[src/rtl/core/lucs_pkg.sv]
// Shared types, constants and codes of the lenient UTF-8 character scanner.
package lucs_pkg;

  localparam int DEF_COUNTER_BITS = 32;
  localparam int CNT_OUT_BITS     = 32;
  localparam int CP_BITS          = 21;
  localparam int OP_BYTES         = 4;
  localparam int OP_CNT_BITS      = $clog2(OP_BYTES + 1);
  localparam int OP_IDX_BITS      = $clog2(OP_BYTES);
  localparam int BAD_CNT_BITS     = 5;
  localparam int OP_QUEUE_DEPTH   = 4;
  localparam int RES_QUEUE_DEPTH  = 4;
  localparam int BAD_RATIO        = 20;

  localparam logic [7:0] CH_LF    = 8'h0A;
  localparam logic [7:0] CH_CR    = 8'h0D;
  localparam logic [7:0] CH_SLASH = 8'h2F;
  localparam logic [7:0] CH_BOM0  = 8'hEF;
  localparam logic [7:0] CH_BOM1  = 8'hBB;
  localparam logic [7:0] CH_BOM2  = 8'hBF;
  localparam logic [7:0] CH_FE    = 8'hFE;
  localparam logic [7:0] CH_FF    = 8'hFF;

  localparam logic [CP_BITS-1:0] CP_MIN_EMIT  = 21'd32;
  localparam logic [CP_BITS-1:0] CP_ASCII_MAX = 21'd127;

  typedef enum logic [1:0] {
    BOM_NONE,
    BOM_EF,
    BOM_EF_BB,
    BOM_UTF16
  } bom_e;

  typedef enum logic [1:0] {
    VERDICT_USABLE,
    VERDICT_INVALID,
    VERDICT_UTF16
  } verdict_e;

  typedef enum logic {
    KIND_CODE_POINT,
    KIND_VERDICT
  } kind_e;

  typedef struct packed {
    logic [7:0] data_byte;
    logic       end_of_file;
  } in_item_t;

  typedef struct packed {
    kind_e                   result_kind;
    logic [CP_BITS-1:0]      code_point;
    verdict_e                verdict;
    logic [CNT_OUT_BITS-1:0] counted_bytes;
    logic [CNT_OUT_BITS-1:0] bad_sequences;
    logic                    last_result;
  } out_item_t;

  // Work handed from the front to the back: bytes to decode, then line and file ends.
  typedef struct packed {
    logic [OP_BYTES-1:0][7:0] bytes;
    logic [OP_CNT_BITS-1:0]   cnt;
    logic                     line_end;
    logic                     eof;
    logic                     abort;
  } op_t;

  // Results of one item; the verdict, when present, is the last entry.
  typedef struct packed {
    logic                    two;
    logic                    eof;
    logic                    abort;
    logic                    saw;
    logic [1:0][CP_BITS-1:0] cps;
  } grp_t;

endpackage

[src/rtl/core/lucs_fifo.sv]
// Small register queue used between the scanner stages.
module lucs_fifo import lucs_pkg::*; #(
  parameter int WIDTH = 8,
  parameter int DEPTH = OP_QUEUE_DEPTH
) (
  input  logic             clk_i,
  input  logic             rst_ni,
  input  logic             push_i,
  input  logic [WIDTH-1:0] data_i,
  output logic             full_o,
  input  logic             pop_i,
  output logic [WIDTH-1:0] data_o,
  output logic             empty_o
);

  localparam int PTR_BITS = (DEPTH > 1) ? $clog2(DEPTH) : 1;
  localparam int CNT_BITS = $clog2(DEPTH + 1);

  logic [WIDTH-1:0]    mem_q [DEPTH];
  logic [PTR_BITS-1:0] wr_ptr_q, rd_ptr_q;
  logic [CNT_BITS-1:0] count_q;
  logic                do_push, do_pop;

  assign full_o  = (count_q == CNT_BITS'(DEPTH));
  assign empty_o = (count_q == '0);
  assign do_push = push_i && !full_o;
  assign do_pop  = pop_i && !empty_o;
  assign data_o  = mem_q[rd_ptr_q];

  always_ff @(posedge clk_i) begin
    if (do_push) begin
      mem_q[wr_ptr_q] <= data_i;
    end
  end

  always_ff @(posedge clk_i or negedge rst_ni) begin
    if (!rst_ni) begin
      wr_ptr_q <= '0;
      rd_ptr_q <= '0;
      count_q  <= '0;
    end else begin
      if (do_push) begin
        wr_ptr_q <= (wr_ptr_q == PTR_BITS'(DEPTH - 1)) ? '0 : wr_ptr_q + 1'b1;
      end
      if (do_pop) begin
        rd_ptr_q <= (rd_ptr_q == PTR_BITS'(DEPTH - 1)) ? '0 : rd_ptr_q + 1'b1;
      end
      if (do_push && !do_pop) begin
        count_q <= count_q + 1'b1;
      end else if (do_pop && !do_push) begin
        count_q <= count_q - 1'b1;
      end
    end
  end

endmodule

[src/rtl/core/lucs_front.sv]
// Front stage: line splitting, CR and byte order mark handling, comment skipping.
module lucs_front import lucs_pkg::*; (
  input  logic     clk_i,
  input  logic     rst_ni,
  input  logic     accept_i,
  input  in_item_t in_item_i,
  output logic     op_push_o,
  output op_t      op_o
);

  typedef struct packed {
    logic                     ls;
    logic                     sh;
    logic                     ic;
    logic                     ofl;
    bom_e                     bp;
    logic                     bf_ff;
    logic                     ab;
    logic [OP_CNT_BITS-1:0]   cnt;
    logic [OP_BYTES-1:0][7:0] bytes;
  } fst_t;

  logic ls_q, sh_q, cr_q, ic_q, ofl_q, bf_ff_q, ab_q;
  bom_e bp_q;
  logic cr_d, line_end;
  fst_t s;

  function automatic fst_t emit(fst_t st, logic [7:0] x);
    fst_t r;
    r = st;
    r.bytes[r.cnt[OP_IDX_BITS-1:0]] = x;
    r.cnt = r.cnt + 1'b1;
    return r;
  endfunction

  function automatic fst_t body(fst_t st, logic [7:0] x);
    fst_t r;
    r = st;
    if (r.ls && r.sh) begin
      r.sh = 1'b0;
      r.ls = 1'b0;
      if (x == CH_SLASH) begin
        r.ic = 1'b1;
      end else begin
        r = emit(r, CH_SLASH);
        r = emit(r, x);
      end
    end else if (r.ls && (x == CH_SLASH)) begin
      r.sh = 1'b1;
    end else begin
      r.ls = 1'b0;
      if (!r.ic) begin
        r = emit(r, x);
      end
    end
    return r;
  endfunction

  // Held mark bytes go back to the line as ordinary bytes.
  function automatic fst_t release_bom(fst_t st);
    fst_t r;
    bom_e p;
    r = st;
    p = r.bp;
    r.ofl = 1'b0;
    r.bp = BOM_NONE;
    unique case (p)
      BOM_EF: begin
        r = body(r, CH_BOM0);
      end
      BOM_EF_BB: begin
        r = body(r, CH_BOM0);
        r = body(r, CH_BOM1);
      end
      BOM_UTF16: begin
        r = body(r, r.bf_ff ? CH_FF : CH_FE);
      end
      BOM_NONE: begin
      end
    endcase
    r.bf_ff = 1'b0;
    return r;
  endfunction

  function automatic fst_t line_byte(fst_t st, logic [7:0] x);
    fst_t r;
    logic taken;
    r = st;
    taken = 1'b0;
    if (r.ofl) begin
      unique case (r.bp)
        BOM_NONE: begin
          if (x == CH_BOM0) begin
            r.bp = BOM_EF;
            taken = 1'b1;
          end else if ((x == CH_FF) || (x == CH_FE)) begin
            r.bp = BOM_UTF16;
            r.bf_ff = (x == CH_FF);
            taken = 1'b1;
          end else begin
            r.ofl = 1'b0;
          end
        end
        BOM_EF: begin
          if (x == CH_BOM1) begin
            r.bp = BOM_EF_BB;
            taken = 1'b1;
          end else begin
            r = release_bom(r);
          end
        end
        BOM_EF_BB: begin
          if (x == CH_BOM2) begin
            r.bp = BOM_NONE;
            r.ofl = 1'b0;
            taken = 1'b1;
          end else begin
            r = release_bom(r);
          end
        end
        BOM_UTF16: begin
          if ((r.bf_ff && (x == CH_FE)) || (!r.bf_ff && (x == CH_FF))) begin
            r.ab = 1'b1;
            r.ofl = 1'b0;
            r.bp = BOM_NONE;
            r.bf_ff = 1'b0;
            taken = 1'b1;
          end else begin
            r = release_bom(r);
          end
        end
      endcase
    end
    if (!taken) begin
      r = body(r, x);
    end
    return r;
  endfunction

  function automatic fst_t end_line(fst_t st);
    fst_t r;
    r = st;
    if (r.ofl) begin
      r = release_bom(r);
    end
    if (r.sh) begin
      r.sh = 1'b0;
      r = emit(r, CH_SLASH);
    end
    r.ofl = 1'b0;
    r.bp = BOM_NONE;
    r.ls = 1'b1;
    r.ic = 1'b0;
    return r;
  endfunction

  always_comb begin
    s = '0;
    s.ls = ls_q;
    s.sh = sh_q;
    s.ic = ic_q;
    s.ofl = ofl_q;
    s.bp = bp_q;
    s.bf_ff = bf_ff_q;
    s.ab = ab_q;
    cr_d = cr_q;
    line_end = 1'b0;
    if (in_item_i.end_of_file) begin
      if (!ab_q) begin
        cr_d = 1'b0;
        s = end_line(s);
        line_end = 1'b1;
      end
    end else if (!ab_q) begin
      if (in_item_i.data_byte == CH_LF) begin
        cr_d = 1'b0;
        s = end_line(s);
        line_end = 1'b1;
      end else begin
        if (cr_q) begin
          cr_d = 1'b0;
          s = line_byte(s, CH_CR);
        end
        if (in_item_i.data_byte == CH_CR) begin
          cr_d = 1'b1;
        end else begin
          s = line_byte(s, in_item_i.data_byte);
        end
      end
    end
  end

  always_comb begin
    op_o.bytes    = s.bytes;
    op_o.cnt      = s.cnt;
    op_o.line_end = line_end;
    op_o.eof      = in_item_i.end_of_file;
    op_o.abort    = ab_q;
    op_push_o     = accept_i && (in_item_i.end_of_file || line_end || (s.cnt != '0));
  end

  always_ff @(posedge clk_i or negedge rst_ni) begin
    if (!rst_ni) begin
      ls_q    <= 1'b1;
      sh_q    <= 1'b0;
      cr_q    <= 1'b0;
      ic_q    <= 1'b0;
      ofl_q   <= 1'b1;
      bp_q    <= BOM_NONE;
      bf_ff_q <= 1'b0;
      ab_q    <= 1'b0;
    end else if (accept_i) begin
      if (in_item_i.end_of_file) begin
        ls_q    <= 1'b1;
        sh_q    <= 1'b0;
        cr_q    <= 1'b0;
        ic_q    <= 1'b0;
        ofl_q   <= 1'b1;
        bp_q    <= BOM_NONE;
        bf_ff_q <= 1'b0;
        ab_q    <= 1'b0;
      end else begin
        ls_q    <= s.ls;
        sh_q    <= s.sh;
        cr_q    <= cr_d;
        ic_q    <= s.ic;
        ofl_q   <= s.ofl;
        bp_q    <= s.bp;
        bf_ff_q <= s.bf_ff;
        ab_q    <= s.ab;
      end
    end
  end

  ap_slash_at_start: assert property (@(posedge clk_i) disable iff (!rst_ni)
    sh_q |-> (ls_q && !ofl_q && !ic_q))
    else $error("held slash outside a fresh line");

  ap_mark_only_first: assert property (@(posedge clk_i) disable iff (!rst_ni)
    !ofl_q |-> (bp_q == BOM_NONE))
    else $error("mark bytes held after first line");

  ap_abort_quiet: assert property (@(posedge clk_i) disable iff (!rst_ni)
    ab_q |-> (!cr_q && !ofl_q && !sh_q))
    else $error("line state left after UTF-16 abort");

endmodule

[src/rtl/core/lucs_back.sv]
// Back stage: lenient UTF-8 decoding, saturating counters and result grouping.
module lucs_back import lucs_pkg::*; #(
  parameter int COUNTER_BITS = DEF_COUNTER_BITS
) (
  input  logic                    clk_i,
  input  logic                    rst_ni,
  input  logic                    op_valid_i,
  input  op_t                     op_i,
  output logic                    op_pop_o,
  input  logic                    res_full_i,
  output logic                    res_push_o,
  output grp_t                    grp_o,
  output logic [COUNTER_BITS-1:0] total_o,
  output logic [COUNTER_BITS-1:0] bad_o
);

  typedef struct packed {
    logic [1:0]              pn;
    logic [1:0]              pt;
    logic [CP_BITS-1:0]      pc;
    logic [BAD_CNT_BITS-1:0] dbad;
    logic                    saw;
    logic [1:0]              ne;
    logic [1:0][CP_BITS-1:0] cps;
  } dec_t;

  logic [1:0]              pn_q, pt_q;
  logic [CP_BITS-1:0]      pc_q;
  logic [COUNTER_BITS-1:0] total_q, bad_q, total_new, bad_new;
  logic [COUNTER_BITS:0]   tsum, bsum;
  logic                    saw_q, fire, has_eof;
  logic [1:0]              n_res;
  dec_t                    d;

  function automatic dec_t give(dec_t st, logic [CP_BITS-1:0] cp);
    dec_t r;
    r = st;
    if (cp >= CP_MIN_EMIT) begin
      if (cp > CP_ASCII_MAX) begin
        r.saw = 1'b1;
      end
      if (r.ne != 2'd2) begin
        r.cps[r.ne[0]] = cp;
        r.ne = r.ne + 1'b1;
      end
    end
    return r;
  endfunction

  function automatic dec_t drop_pend(dec_t st);
    dec_t r;
    r = st;
    if (r.pn != 2'd0) begin
      r.dbad = r.dbad + BAD_CNT_BITS'(r.pt) + 1'b1;
      r.pn = 2'd0;
      r.pt = 2'd0;
      r.pc = '0;
    end
    return r;
  endfunction

  function automatic dec_t decode(dec_t st, logic [7:0] b);
    dec_t r;
    logic [CP_BITS-1:0] cp;
    r = st;
    if ((r.pn != 2'd0) && (b[7:6] == 2'b10)) begin
      r.pc = {r.pc[CP_BITS-7:0], b[5:0]};
      r.pt = r.pt + 1'b1;
      if (r.pt >= r.pn) begin
        cp = r.pc;
        r.pn = 2'd0;
        r.pt = 2'd0;
        r.pc = '0;
        r = give(r, cp);
      end
    end else begin
      r = drop_pend(r);
      if (!b[7]) begin
        r = give(r, CP_BITS'(b));
      end else if (b[7:5] == 3'b110) begin
        r.pn = 2'd1;
        r.pc = CP_BITS'(b[4:0]);
      end else if (b[7:4] == 4'b1110) begin
        r.pn = 2'd2;
        r.pc = CP_BITS'(b[3:0]);
      end else if (b[7:3] == 5'b11110) begin
        r.pn = 2'd3;
        r.pc = CP_BITS'(b[2:0]);
      end else begin
        r.dbad = r.dbad + 1'b1;
      end
    end
    return r;
  endfunction

  always_comb begin
    d = '0;
    d.pn = pn_q;
    d.pt = pt_q;
    d.pc = pc_q;
    d.saw = saw_q;
    for (int i = 0; i < OP_BYTES; i++) begin
      if (OP_CNT_BITS'(i) < op_i.cnt) begin
        d = decode(d, op_i.bytes[i]);
      end
    end
    if (op_i.line_end) begin
      d = drop_pend(d);
    end
  end

  assign tsum      = {1'b0, total_q} + (COUNTER_BITS + 1)'(op_i.cnt);
  assign bsum      = {1'b0, bad_q} + (COUNTER_BITS + 1)'(d.dbad);
  assign total_new = tsum[COUNTER_BITS] ? {COUNTER_BITS{1'b1}} : tsum[COUNTER_BITS-1:0];
  assign bad_new   = bsum[COUNTER_BITS] ? {COUNTER_BITS{1'b1}} : bsum[COUNTER_BITS-1:0];

  assign fire     = op_valid_i && !res_full_i;
  assign op_pop_o = fire;
  assign has_eof  = op_i.eof && (d.ne != 2'd2);
  assign n_res    = d.ne + {1'b0, has_eof};

  always_comb begin
    grp_o.two   = (n_res == 2'd2);
    grp_o.eof   = has_eof;
    grp_o.abort = op_i.abort;
    grp_o.saw   = d.saw;
    grp_o.cps   = d.cps;
    res_push_o  = fire && (n_res != 2'd0);
    total_o     = total_new;
    bad_o       = bad_new;
  end

  always_ff @(posedge clk_i or negedge rst_ni) begin
    if (!rst_ni) begin
      pn_q    <= 2'd0;
      pt_q    <= 2'd0;
      pc_q    <= '0;
      total_q <= '0;
      bad_q   <= '0;
      saw_q   <= 1'b0;
    end else if (fire) begin
      if (op_i.eof) begin
        pn_q    <= 2'd0;
        pt_q    <= 2'd0;
        pc_q    <= '0;
        total_q <= '0;
        bad_q   <= '0;
        saw_q   <= 1'b0;
      end else begin
        pn_q    <= d.pn;
        pt_q    <= d.pt;
        pc_q    <= d.pc;
        total_q <= total_new;
        bad_q   <= bad_new;
        saw_q   <= d.saw;
      end
    end
  end

  ap_idle_clear: assert property (@(posedge clk_i) disable iff (!rst_ni)
    (pn_q == 2'd0) |-> ((pt_q == 2'd0) && (pc_q == '0)))
    else $error("partial sequence left without a lead byte");

  ap_taken_below: assert property (@(posedge clk_i) disable iff (!rst_ni)
    (pn_q != 2'd0) |-> (pt_q < pn_q))
    else $error("continuation count reached its target");

  ap_eof_clears: assert property (@(posedge clk_i) disable iff (!rst_ni)
    (fire && op_i.eof) |=> ((total_q == '0) && (bad_q == '0) && !saw_q))
    else $error("counters not cleared after end of file");

endmodule

[src/rtl/core/lucs_out.sv]
// Result side: walks each result group, forms the verdict and clips the counters.
module lucs_out import lucs_pkg::*; #(
  parameter int COUNTER_BITS = DEF_COUNTER_BITS
) (
  input  logic                    clk_i,
  input  logic                    rst_ni,
  input  grp_t                    grp_i,
  input  logic [COUNTER_BITS-1:0] total_i,
  input  logic [COUNTER_BITS-1:0] bad_i,
  input  logic                    res_empty_i,
  input  logic                    pop_i,
  output logic                    res_pop_o,
  output out_item_t               out_item_o
);

  logic                    sel_q, sel_d, last, beat, is_eof, invalid;
  logic [CNT_OUT_BITS-1:0] total_vis, bad_vis;
  logic [COUNTER_BITS+4:0] bad_scaled;
  verdict_e                verdict;

  if (COUNTER_BITS > CNT_OUT_BITS) begin : g_clip
    assign total_vis = (|total_i[COUNTER_BITS-1:CNT_OUT_BITS]) ? '1
                                                              : total_i[CNT_OUT_BITS-1:0];
    assign bad_vis   = (|bad_i[COUNTER_BITS-1:CNT_OUT_BITS]) ? '1
                                                            : bad_i[CNT_OUT_BITS-1:0];
  end else begin : g_ext
    assign total_vis = CNT_OUT_BITS'(total_i);
    assign bad_vis   = CNT_OUT_BITS'(bad_i);
  end

  // bad > total / 20 is the same as total < 20 * bad
  assign bad_scaled = (COUNTER_BITS + 5)'(bad_i) * (COUNTER_BITS + 5)'(BAD_RATIO);
  assign invalid    = (total_i != '0) &&
                      (!grp_i.saw || ((COUNTER_BITS + 5)'(total_i) < bad_scaled));

  always_comb begin
    if (grp_i.abort) begin
      verdict = VERDICT_UTF16;
    end else if (invalid) begin
      verdict = VERDICT_INVALID;
    end else begin
      verdict = VERDICT_USABLE;
    end
  end

  assign last      = !grp_i.two || sel_q;
  assign is_eof    = grp_i.eof && last;
  assign beat      = pop_i && !res_empty_i;
  assign res_pop_o = beat && last;

  always_comb begin
    sel_d = sel_q;
    if (beat) begin
      sel_d = !last;
    end
  end

  always_comb begin
    out_item_o.result_kind   = is_eof ? KIND_VERDICT : KIND_CODE_POINT;
    out_item_o.code_point    = is_eof ? '0 : grp_i.cps[sel_q];
    out_item_o.verdict       = is_eof ? verdict : VERDICT_USABLE;
    out_item_o.counted_bytes = is_eof ? total_vis : '0;
    out_item_o.bad_sequences = is_eof ? bad_vis : '0;
    out_item_o.last_result   = last;
  end

  always_ff @(posedge clk_i or negedge rst_ni) begin
    if (!rst_ni) begin
      sel_q <= 1'b0;
    end else begin
      sel_q <= sel_d;
    end
  end

endmodule

[src/rtl/core/lenient_utf8_char_scanner_core.sv]
// Top level of the lenient UTF-8 character scanner.
//
// Input channel: one beat per byte of a text file (push/full), or an end item
// with end_of_file set that closes the file. Output channel (empty/pop): code
// points of 32 and above in file order, then one verdict beat per file with
// the byte and bad sequence counts. last_result marks the final beat caused
// by an input beat; an input beat may cause none, one or two results.
// Throughput: one input beat per cycle while full is low, one result beat per cycle while results wait.
// Results of an accepted input beat pass from the front into the op queue, from the decoder into
// the result queue, and from the result queue combinationally to the port.
// The end item resets all scan state, so the next file may follow at once.
// Reset clears the scan state and both queues; no result is offered.
// When pop is held low the result queue fills, the decoder waits, the op
// queue fills and full rises; nothing is lost.
module lenient_utf8_char_scanner_core import lucs_pkg::*; #(
  parameter int COUNTER_BITS = DEF_COUNTER_BITS
) (
  input  logic      clk_i,
  input  logic      rst_ni,
  input  logic      push,
  output logic      full,
  input  in_item_t  in_item_i,
  output logic      empty,
  input  logic      pop,
  output out_item_t out_item_o
);

  localparam int OP_W  = $bits(op_t);
  localparam int GRP_W = $bits(grp_t);
  localparam int RES_W = GRP_W + 2 * COUNTER_BITS;

  op_t                     op_wr_s, op_rd_s;
  logic [OP_W-1:0]         op_wr, op_rd;
  logic                    op_push, op_empty, op_pop;
  grp_t                    grp_wr, grp_rd;
  logic [COUNTER_BITS-1:0] total_wr, bad_wr, total_rd, bad_rd;
  logic [RES_W-1:0]        res_wr, res_rd;
  logic                    res_push, res_full, res_pop;

  lucs_front u_front (
    .clk_i     (clk_i),
    .rst_ni    (rst_ni),
    .accept_i  (push && !full),
    .in_item_i (in_item_i),
    .op_push_o (op_push),
    .op_o      (op_wr_s)
  );

  assign op_wr   = op_wr_s;
  assign op_rd_s = op_t'(op_rd);

  lucs_fifo #(
    .WIDTH (OP_W),
    .DEPTH (OP_QUEUE_DEPTH)
  ) u_op_queue (
    .clk_i   (clk_i),
    .rst_ni  (rst_ni),
    .push_i  (op_push),
    .data_i  (op_wr),
    .full_o  (full),
    .pop_i   (op_pop),
    .data_o  (op_rd),
    .empty_o (op_empty)
  );

  lucs_back #(
    .COUNTER_BITS (COUNTER_BITS)
  ) u_back (
    .clk_i      (clk_i),
    .rst_ni     (rst_ni),
    .op_valid_i (!op_empty),
    .op_i       (op_rd_s),
    .op_pop_o   (op_pop),
    .res_full_i (res_full),
    .res_push_o (res_push),
    .grp_o      (grp_wr),
    .total_o    (total_wr),
    .bad_o      (bad_wr)
  );

  assign res_wr   = {grp_wr, total_wr, bad_wr};
  assign grp_rd   = grp_t'(res_rd[RES_W-1 -: GRP_W]);
  assign total_rd = res_rd[2*COUNTER_BITS-1 -: COUNTER_BITS];
  assign bad_rd   = res_rd[COUNTER_BITS-1:0];

  lucs_fifo #(
    .WIDTH (RES_W),
    .DEPTH (RES_QUEUE_DEPTH)
  ) u_res_queue (
    .clk_i   (clk_i),
    .rst_ni  (rst_ni),
    .push_i  (res_push),
    .data_i  (res_wr),
    .full_o  (res_full),
    .pop_i   (res_pop),
    .data_o  (res_rd),
    .empty_o (empty)
  );

  lucs_out #(
    .COUNTER_BITS (COUNTER_BITS)
  ) u_out (
    .clk_i       (clk_i),
    .rst_ni      (rst_ni),
    .grp_i       (grp_rd),
    .total_i     (total_rd),
    .bad_i       (bad_rd),
    .res_empty_i (empty),
    .pop_i       (pop),
    .res_pop_o   (res_pop),
    .out_item_o  (out_item_o)
  );

endmodule
[config.mk]
export PLATFORM = sky130hd
export DESIGN_NAME = lenient_utf8_char_scanner_core
export DESIGN_NICKNAME = d
export VERILOG_FILES = /design/src/rtl/core/lucs_pkg.sv /design/src/rtl/core/lucs_fifo.sv /design/src/rtl/core/lucs_front.sv /design/src/rtl/core/lucs_back.sv /design/src/rtl/core/lucs_out.sv /design/src/rtl/core/lenient_utf8_char_scanner_core.sv
export SDC_FILE = /design/constraint.sdc
export NUM_CORES = 1
export LEC_CHECK = 0
export ABC_AREA = 0
export BUFFER_PORTS_ARGS = -buffer_cell sky130_fd_sc_hd__clkbuf_2
export CORE_MARGIN = 1.5
export CORE_UTILIZATION = 32
export CTS_BUF_LIST = sky130_fd_sc_hd__clkbuf_4 sky130_fd_sc_hd__clkbuf_8
export CTS_CLUSTER_DIAMETER = 200
export CTS_CLUSTER_SIZE = 24
export DETAILED_ROUTE_END_ITERATION = 12
export GPL_TIMING_DRIVEN = 0
export SLEW_MARGIN = 20
export SYNTH_ARGS = -nofsm -noshare
export SYNTH_HDL_FRONTEND = slang
export SYNTH_HIERARCHICAL = 1
export SYNTH_SLANG_ARGS = --single-unit
export TNS_END_PERCENT = 20
[constraint.sdc]
create_clock -name clk_i -period 17.5 [get_ports clk_i]
set_clock_uncertainty 0.15 [all_clocks]
set_input_delay 3.5 -clock clk_i [delete_from_list [all_inputs] [get_ports clk_i]]
set_output_delay 3.5 -clock clk_i [all_outputs]
set_load 0.02 [all_outputs]
==> results.txt, run 1 <==
----------------------------------------------------
[Run status]
  Outcome ... complete, no violations

[Routing]
  Per-cell routed wire length ... 23.8 um
  Initial DRC count ... 3063
  Post-detailed-route via-to-cell ratio ... 5.72
  DRC viols ... 0
  Antenna violation net count after detailed routing ... 0
  Total length of routed wires ... 124 mm
  Total number of vias ... 29900
  DR pass1 iterations ... 6

[Synthesis]
  Area share of fa/ha/maj cells after synthesis ... 0.0534
  Cell area after synthesis ... 40200 um^2
  Leading area contributor after synthesis ... sky130_fd_sc_hd__edfxtp_1
  Fraction of the mapped netlist area in compound gates ... 0.159
  Post-synthesis sequential element count ... 700
  Share of flip-flops with an asynchronous set or reset after synthesis ... 0.154
  Distinct cell type count of the synthesized netlist ... 123
  Share of the synthesized area in the top cell type ... 0.443
  Number of instances in the synthesized netlist ... 3402
  Xor/xnor cell area share of the yosys netlist ... 0.0220
  Largest cells by area after synthesis ... sky130_fd_sc_hd__edfxtp_1 44%, sky130_fd_sc_hd__mux4_2 8.3%, sky130_fd_sc_hd__dfrtp_1 6.6%, sky130_fd_sc_hd__ha_1 4.9%, sky130_fd_sc_hd__a21oi_1 2.7%
  Post-synthesis simple-gate area fraction ... 0.123
  Most used flip-flop cell after synthesis ... sky130_fd_sc_hd__edfxtp_1
  Sequential-to-total area share from yosys stat ... 0.510
  Share of cell area taken by muxes after synthesis ... 0.0973
  Average footprint of a synthesized cell ... 11.8 um^2
  Ys Warns ... 6
  Largest family of logic cells by synthesized area ... compound AO/OA/AOI/OAI gates
  EDFF count, synth ... 592

[Hold path]
  Hold WC Path Type ... flip-flop to flip-flop
  Cell count of the worst hold path ... 1

[Setup path]
  Critical path's top delay family ... compound AO/OA/AOI/OAI gates
  Count of buffering cells on the critical path with inverters included ... 10
  CP Data Arrival Time ... 15450 ps
  Cell depth of the worst setup path ... 45
  Kind of end point of the critical path ... flip-flop
  Worst Setup Start Kind ... flip-flop
  Maximum fanout along the worst path ... 10
  Reg2Reg Depth ... 45
  Stage delay of the slowest cell on the critical path ... 640 ps
  Critical-path cell with the highest stage delay ... sky130_fd_sc_hd__a21oi_1
  Required time at the worst-slack endpoint ... 17770 ps
  Crit path kind ... flip-flop to flip-flop

[Clock network]
  Post-CTS Setup Inserts ... 0
  Number of buffers inserted during clock tree synthesis ... 35
  Number of sinks driven by the clock tree ... 700
  TritonCTS clock tree ... yes
  Hold bufs inserted after CTS ... 0
  Register clock-pin slew on the reported worst setup and hold paths ... 170 ps
  Source-to-sink clock delay at the later pin of the worst-skew pair ... 730 ps
  Root Driver ... sky130_fd_sc_hd__clkbuf_8
  CTS H-Tree Depth ... 2
  CTS Buffer Depth ... 3
  Post-CTS Resized ... 0

[STA]
  Endpoints failing setup ... 0
  Number of hold violations in the final report ... 0
  Final cycle utilization of the critical path ... 0.868
  Setup repair after global routing missed its margin ... false
  Slew Limit Fails ... 0
  Pin slew with the least headroom to its limit ... 1200 ps
  Final critical path time including I/O delays and setup ... 15180 ps
  Crit path setup slack, layout ... 2320 ps
  Final hold slack ... 388 ps
  F_max ... 0.0659 GHz
  Slew margin rel. ... 0.193

[Job]
  # Max-Cap Violations ... 0

[Placement]
  Total cell area at the placement stage ... 43200 um^2
  Number of buffers inserted by port buffering ... 100
  HPWL after DPL ... 93.4 mm
  Placer's final routability congestion estimate ... 0.984
  Post-place setup slack ... 2630 ps

[Global route]
  Via count of the first global-routing pass ... 28600
  Antenna violations before repair ... 2
  Pin count of the biggest net entering global routing ... 62
  Global-route congestion overflow total ... 0
  First-pass GRT wire length ... 185 mm
  GRT Overall Usage ... 0.191

[Floorplanning]
  Io pins ... 104
  Area of the core region ... 124000 um^2
  Row Count ... 129
  Die Height ... 357 um
  Initial standard-cell utilization of the core ... 0.324
  Area enclosed by the die boundary ... 128000 um^2
  Die X ... 357 um

[Finish]
  Final standard cell area without fillers ... 44000 um^2
  Most common library cell in the layout ignoring fill and taps ... sky130_fd_sc_hd__edfxtp_1
  Proportion of layout cells with a drive suffix above 1 ... 0.143
  # nets final ... 3741
  Most frequent cells in the layout ... 592 x sky130_fd_sc_hd__edfxtp_1, 275 x sky130_fd_sc_hd__nand2_1, 256 x sky130_fd_sc_hd__nor2_1, 214 x sky130_fd_sc_hd__a21oi_1, 184 x sky130_fd_sc_hd__o21ai_0
  Storage element area ... 20500 um^2
  Post-layout utilization of the core ... 0.354
  Filler cell count ... 12200
  Footprint of the multi-input gates ... 18400 um^2
  Synthesis-to-layout area growth ... 9.46%

----------------------------------------------------
-- logic make-up (layout without fill, tap and decap cells) --
family,after synthesis,count (layout)
flops,700,700
xor+xnor,100,100
other cells,3,10
mux,202,202
buf+inv,300,482
fa+ha+maj,166,166
simple gates,994,994
compound gates,937,937
-- Yosys cell counts, drive strengths merged, types with 43 or more instances --
cell type / instances
a22o: 45
nor3: 60
xor2: 43
ha: 157
nand3: 62
a21oi: 219
a31oi: 63
edfxtp: 592
mux4: 148
dfrtp: 106
o22ai: 50
and3: 103
nand2: 277
inv: 91
clkbuf: 135
buf: 74
o21ai: 198
xnor2: 57
nor2: 260
-- final timing paths --
check,start,to,slack (ps)
max,u_op_queue/rd_ptr_q[1],u_res_queue/mem_q[3][24],2320
min,u_op_queue/count_q[2],u_op_queue/count_q[2],390
max reg2reg,u_op_queue/rd_ptr_q[1],u_res_queue/mem_q[3][24],2320
min reg2reg,u_op_queue/count_q[2],u_op_queue/count_q[2],390
max in group asynchronous,rst_ni,u_back/pc_q[10],13930
min in group asynchronous,rst_ni,u_back/total_q[28],2560
-- registers in the layout, summed over array words and instances (netlist names), 2 cells and up --
register	flops
u_res_queue/mem_q	440
u_op_queue/mem_q	152
u_back/bad_q	32
u_back/total_q	32
u_back/pc_q	15
u_op_queue/count_q	3
u_res_queue/count_q	3
u_back/pn_q	2
u_back/pt_q	2
u_front/bp_q	2
u_op_queue/rd_ptr_q	2
u_op_queue/wr_ptr_q	2
u_res_queue/rd_ptr_q	2
u_res_queue/wr_ptr_q	2
-- per-layer routing --
| layer | GRT usage | vias up | share of wire |
|---|---|---|---|
| met3 | 0.0187 | 198 | 0.062 |
| met4 | 0.0679 | 0 | 0.035 |
| li1 | - | 13500 | - |
| met1 | 0.270 | 15100 | 0.44 |
| met2 | 0.303 | 1142 | 0.46 |
| met5 | 0 | - | 0 |
-- layout make-up --
cell class / instances / area share
sequential: 700 / 0.466
multi-input combinational: 2407 / 0.418
tap: 1637 / 0.0466
buffer: 209 / 0.0234
timing repair buffer: 118 / 0.0213
clock buffer: 59 / 0.0151
inverter: 91 / 0.00777
clock inverter: 5 / 0.00174
antenna: 2 / 0.000114
-- per-stage QoR --
stage | TNS [ps] | std cells
after detailed placement | 0 | 5162
after CTS | 0 | 5226
after global placement | -151020 | 5144
after floorplan | 0 | 3407
after global routing | 0 | 5227
final | 0 | 5228
Power of run 1 is left out: the tool's default activity adds up to more than one toggle a clock period on the data nets, which glitch-free logic cannot reach.
==> run 2: changes to the inputs <==
--- a/config.mk
+++ b/config.mk
@@ -14,6 +14,7 @@
 export CTS_CLUSTER_SIZE = 24
 export DETAILED_ROUTE_END_ITERATION = 12
 export GPL_TIMING_DRIVEN = 0
+export MAX_ROUTING_LAYER = met4
 export SLEW_MARGIN = 20
 export SYNTH_ARGS = -nofsm -noshare
 export SYNTH_HDL_FRONTEND = slang
==> constraint.sdc (replaced) <==
create_clock -name clk_i -period 12.2 [get_ports clk_i]
set_clock_uncertainty 0.15 [all_clocks]
set_input_delay 2.44 -clock clk_i [delete_from_list [all_inputs] [get_ports clk_i]]
set_output_delay 2.44 -clock clk_i [all_outputs]
set_load 0.02 [all_outputs]
==> run 2 against run 1 <==
  * Register-to-register slack got worse by 2000 ps
  * Utilization rose by 0.10 points
  * Critical path depth rose by 4
  * Worst hold slack got worse by 1.9 ps
  * Cell area rose by 0.29%
  * Die area did not move
  * Sequential cell count did not move
  * Sequential share of layout area fell by 0.13 points
  * Worst setup slack got worse by 2000 ps
  * Wire length rose by 1.9%
  * Critical path type unchanged
==> results.txt, run 2 (same netlist as run 1, synthesis figures left out) <==
----------------------------------------------------
[STA]
  Final cycle utilization of the critical path ... 0.971 (+0.103)
  Final critical path time including I/O delays and setup ... 11850 ps (-3340 ps)
  Final hold slack ... 386 ps (-1.91 ps)
  Setup repair after global routing missed its margin ... false
  Number of hold violations in the final report ... 0 (unchanged)
  Slew Limit Fails ... 0 (unchanged)
  F_max ... 0.0844 GHz (+28%)
  Slew margin rel. ... 0.259 (+0.0665)
  Pin slew with the least headroom to its limit ... 1110 ps (-89.5 ps)
  Endpoints failing setup ... 0 (unchanged)

[Floorplanning]
  Die X ... 357 um (unchanged)
  Area of the core region ... 124000 um^2 (unchanged)
  Initial standard-cell utilization of the core ... 0.324 (unchanged)
  Row Count ... 129 (unchanged)
  Io pins ... 104 (unchanged)
  Die Height ... 357 um (unchanged)
  Area enclosed by the die boundary ... 128000 um^2 (unchanged)

[Routing]
  Post-detailed-route via-to-cell ratio ... 5.70 (-0.37%)
  DR pass1 iterations ... 6 (unchanged)
  Initial DRC count ... 3038 (-0.82%)
  Per-cell routed wire length ... 24.3 um (+1.9%)
  Total number of vias ... 29800 (-0.39%)
  Total length of routed wires ... 127 mm (+1.9%)
  DRC viols ... 0 (unchanged)
  Antenna violation net count after detailed routing ... 0 (unchanged)

[Setup path]
  Required time at the worst-slack endpoint ... 12560 ps (-5210 ps)
  Kind of end point of the critical path ... flip-flop
  Worst reg2reg setup slack ... 350 ps (-1960 ps)
  Stage delay of the slowest cell on the critical path ... 540 ps (-100 ps)
  Cell seen most often among critical-path stages ... sky130_fd_sc_hd__ha_1
  Worst Setup Start Kind ... flip-flop
  CP Data Arrival Time ... 12200 ps (-3250 ps)
  Maximum fanout along the worst path ... 10 (unchanged)
  Critical-path cell with the highest stage delay ... sky130_fd_sc_hd__fa_1
  Crit path kind ... flip-flop to flip-flop

[Finish]
  Proportion of layout cells with a drive suffix above 1 ... 0.150 (+0.00697)
  Footprint of the multi-input gates ... 18500 um^2 (+0.65%)
  Most common library cell in the layout ignoring fill and taps ... sky130_fd_sc_hd__edfxtp_1
  # nets final ... 3742 (+0.027%)
  Top register by number of flip-flops ... u_res_queue/mem_q
  Storage element area ... 20500 um^2 (unchanged)
  Final standard cell count with taps included and fillers excluded ... 5227 (-0.019%)
  Most frequent cells in the layout ... 592 x sky130_fd_sc_hd__edfxtp_1, 274 x sky130_fd_sc_hd__nand2_1, 254 x sky130_fd_sc_hd__nor2_1, 210 x sky130_fd_sc_hd__a21oi_1, 182 x sky130_fd_sc_hd__o21ai_0
  Filler cell count ... 12300 (+0.041%)
  Largest registers ... u_res_queue/mem_q: 440 flops, u_op_queue/mem_q: 152 flops
  Final standard cell area without fillers ... 44100 um^2 (+0.29%)
  Synthesis-to-layout area growth ... 9.78%
  Number of flip-flops under the largest register name ... 440 (unchanged)
  Post-layout utilization of the core ... 0.355 (+0.00103)

[Global route]
  Global-route congestion overflow total ... 0 (unchanged)
  First-pass GRT wire length ... 188 mm (+1.9%)
  Pin count of the biggest net entering global routing ... 61 (-1.6%)
  Via count of the first global-routing pass ... 28600 (+0.098%)
  Antenna violations before repair ... 2 (unchanged)
  GRT Overall Usage ... 0.200 (+0.00970)

[Clock network]
  Hold bufs inserted after CTS ... 0 (unchanged)
  TritonCTS clock tree ... yes
  Source-to-sink clock delay at the later pin of the worst-skew pair ... 720 ps (about the same)
  CTS Buffer Depth ... 3 (unchanged)
  Register clock-pin slew on the reported worst setup and hold paths ... 140 ps (-30 ps)
  Number of buffers inserted during clock tree synthesis ... 35 (unchanged)
  CTS H-Tree Depth ... 2 (unchanged)
  Root Driver ... sky130_fd_sc_hd__clkbuf_8
  Number of sinks driven by the clock tree ... 700 (unchanged)

[Job]
  # Max-Cap Violations ... 0 (unchanged)

[Hold path]
  Hold WC Path Type ... flip-flop to flip-flop

[Placement]
  HPWL after DPL ... 95.7 mm (+2.5%)
  Placed cell count ... 5162 (unchanged)
  Number of buffers inserted by port buffering ... 100 (unchanged)
  Placer's final routability congestion estimate ... 0.975 (-0.94%)
  Total cell area at the placement stage ... 43200 um^2 (about the same)

[Run status]
  Outcome ... complete, no violations

----------------------------------------------------
run 2: metal layers:
metal	global-route usage	wire length (um)	part of all wire	vias up
li1	-	-	-	13500
met1	0.272	56200	0.44	15000
met2	0.320	59900	0.47	1096
met3	0.0191	7390	0.058	184
met4	0.0537	3420	0.027	0
met5	-	0	0	-
run 2: timing repair:
action	in CTS	in global routing
gates resized for setup	25	20
setup endpoints to repair	160	155
pin swaps	1	0
setup buffers	1	0
run 2: area by class of cell:
cell class / instances / area share
well taps: 1637 / 0.0465
inverters: 91 / 0.00775
flip-flops and latches: 700 / 0.465
diodes: 1 / 0.0000568
clock inverters: 1 / 0.000454
plain buffers: 209 / 0.0240
multi-input cells: 2407 / 0.420
repair buffers: 119 / 0.0213
clock buffers: 62 / 0.0158
run 2: metrics by stage:
stage	TNS, ps	worst slack (ps)
CTS	0	39.0
floorplan	0	1220
global placement	-1832710	-3440
global route	0	21.5
detailed placement	-371230	-2780
finish	0	355
run 2: path summary, 6_finish.rpt:
| kind | start | endpoint | depth (start not counted) |
|---|---|---|---|
| min in group asynchronous | rst_ni | u_back/total_q[23] | 1 |
| max | u_op_queue/rd_ptr_q[0] | u_res_queue/mem_q[2][21] | 49 |
| max in group asynchronous | rst_ni | u_front/ls_q | 2 |
| min | u_op_queue/count_q[2] | u_op_queue/count_q[2] | 1 |
| min reg2reg | u_op_queue/count_q[2] | u_op_queue/count_q[2] | 1 |
| max reg2reg | u_op_queue/rd_ptr_q[0] | u_res_queue/mem_q[2][21] | 49 |
run 2: critical path: cells and delay by family (launching register included):
family | cells | cell delay (ps)
AO/OA/AOI/OAI | 12 | 2100
buffers and inverters | 11 | 2180
flip-flops | 1 | 380
AND/OR/NAND/NOR | 15 | 3380
multiplexers | 2 | 650
adder cells (fa/ha/maj) | 7 | 2420
XOR/XNOR | 2 | 400
Power of run 2 is left out for the same reason.
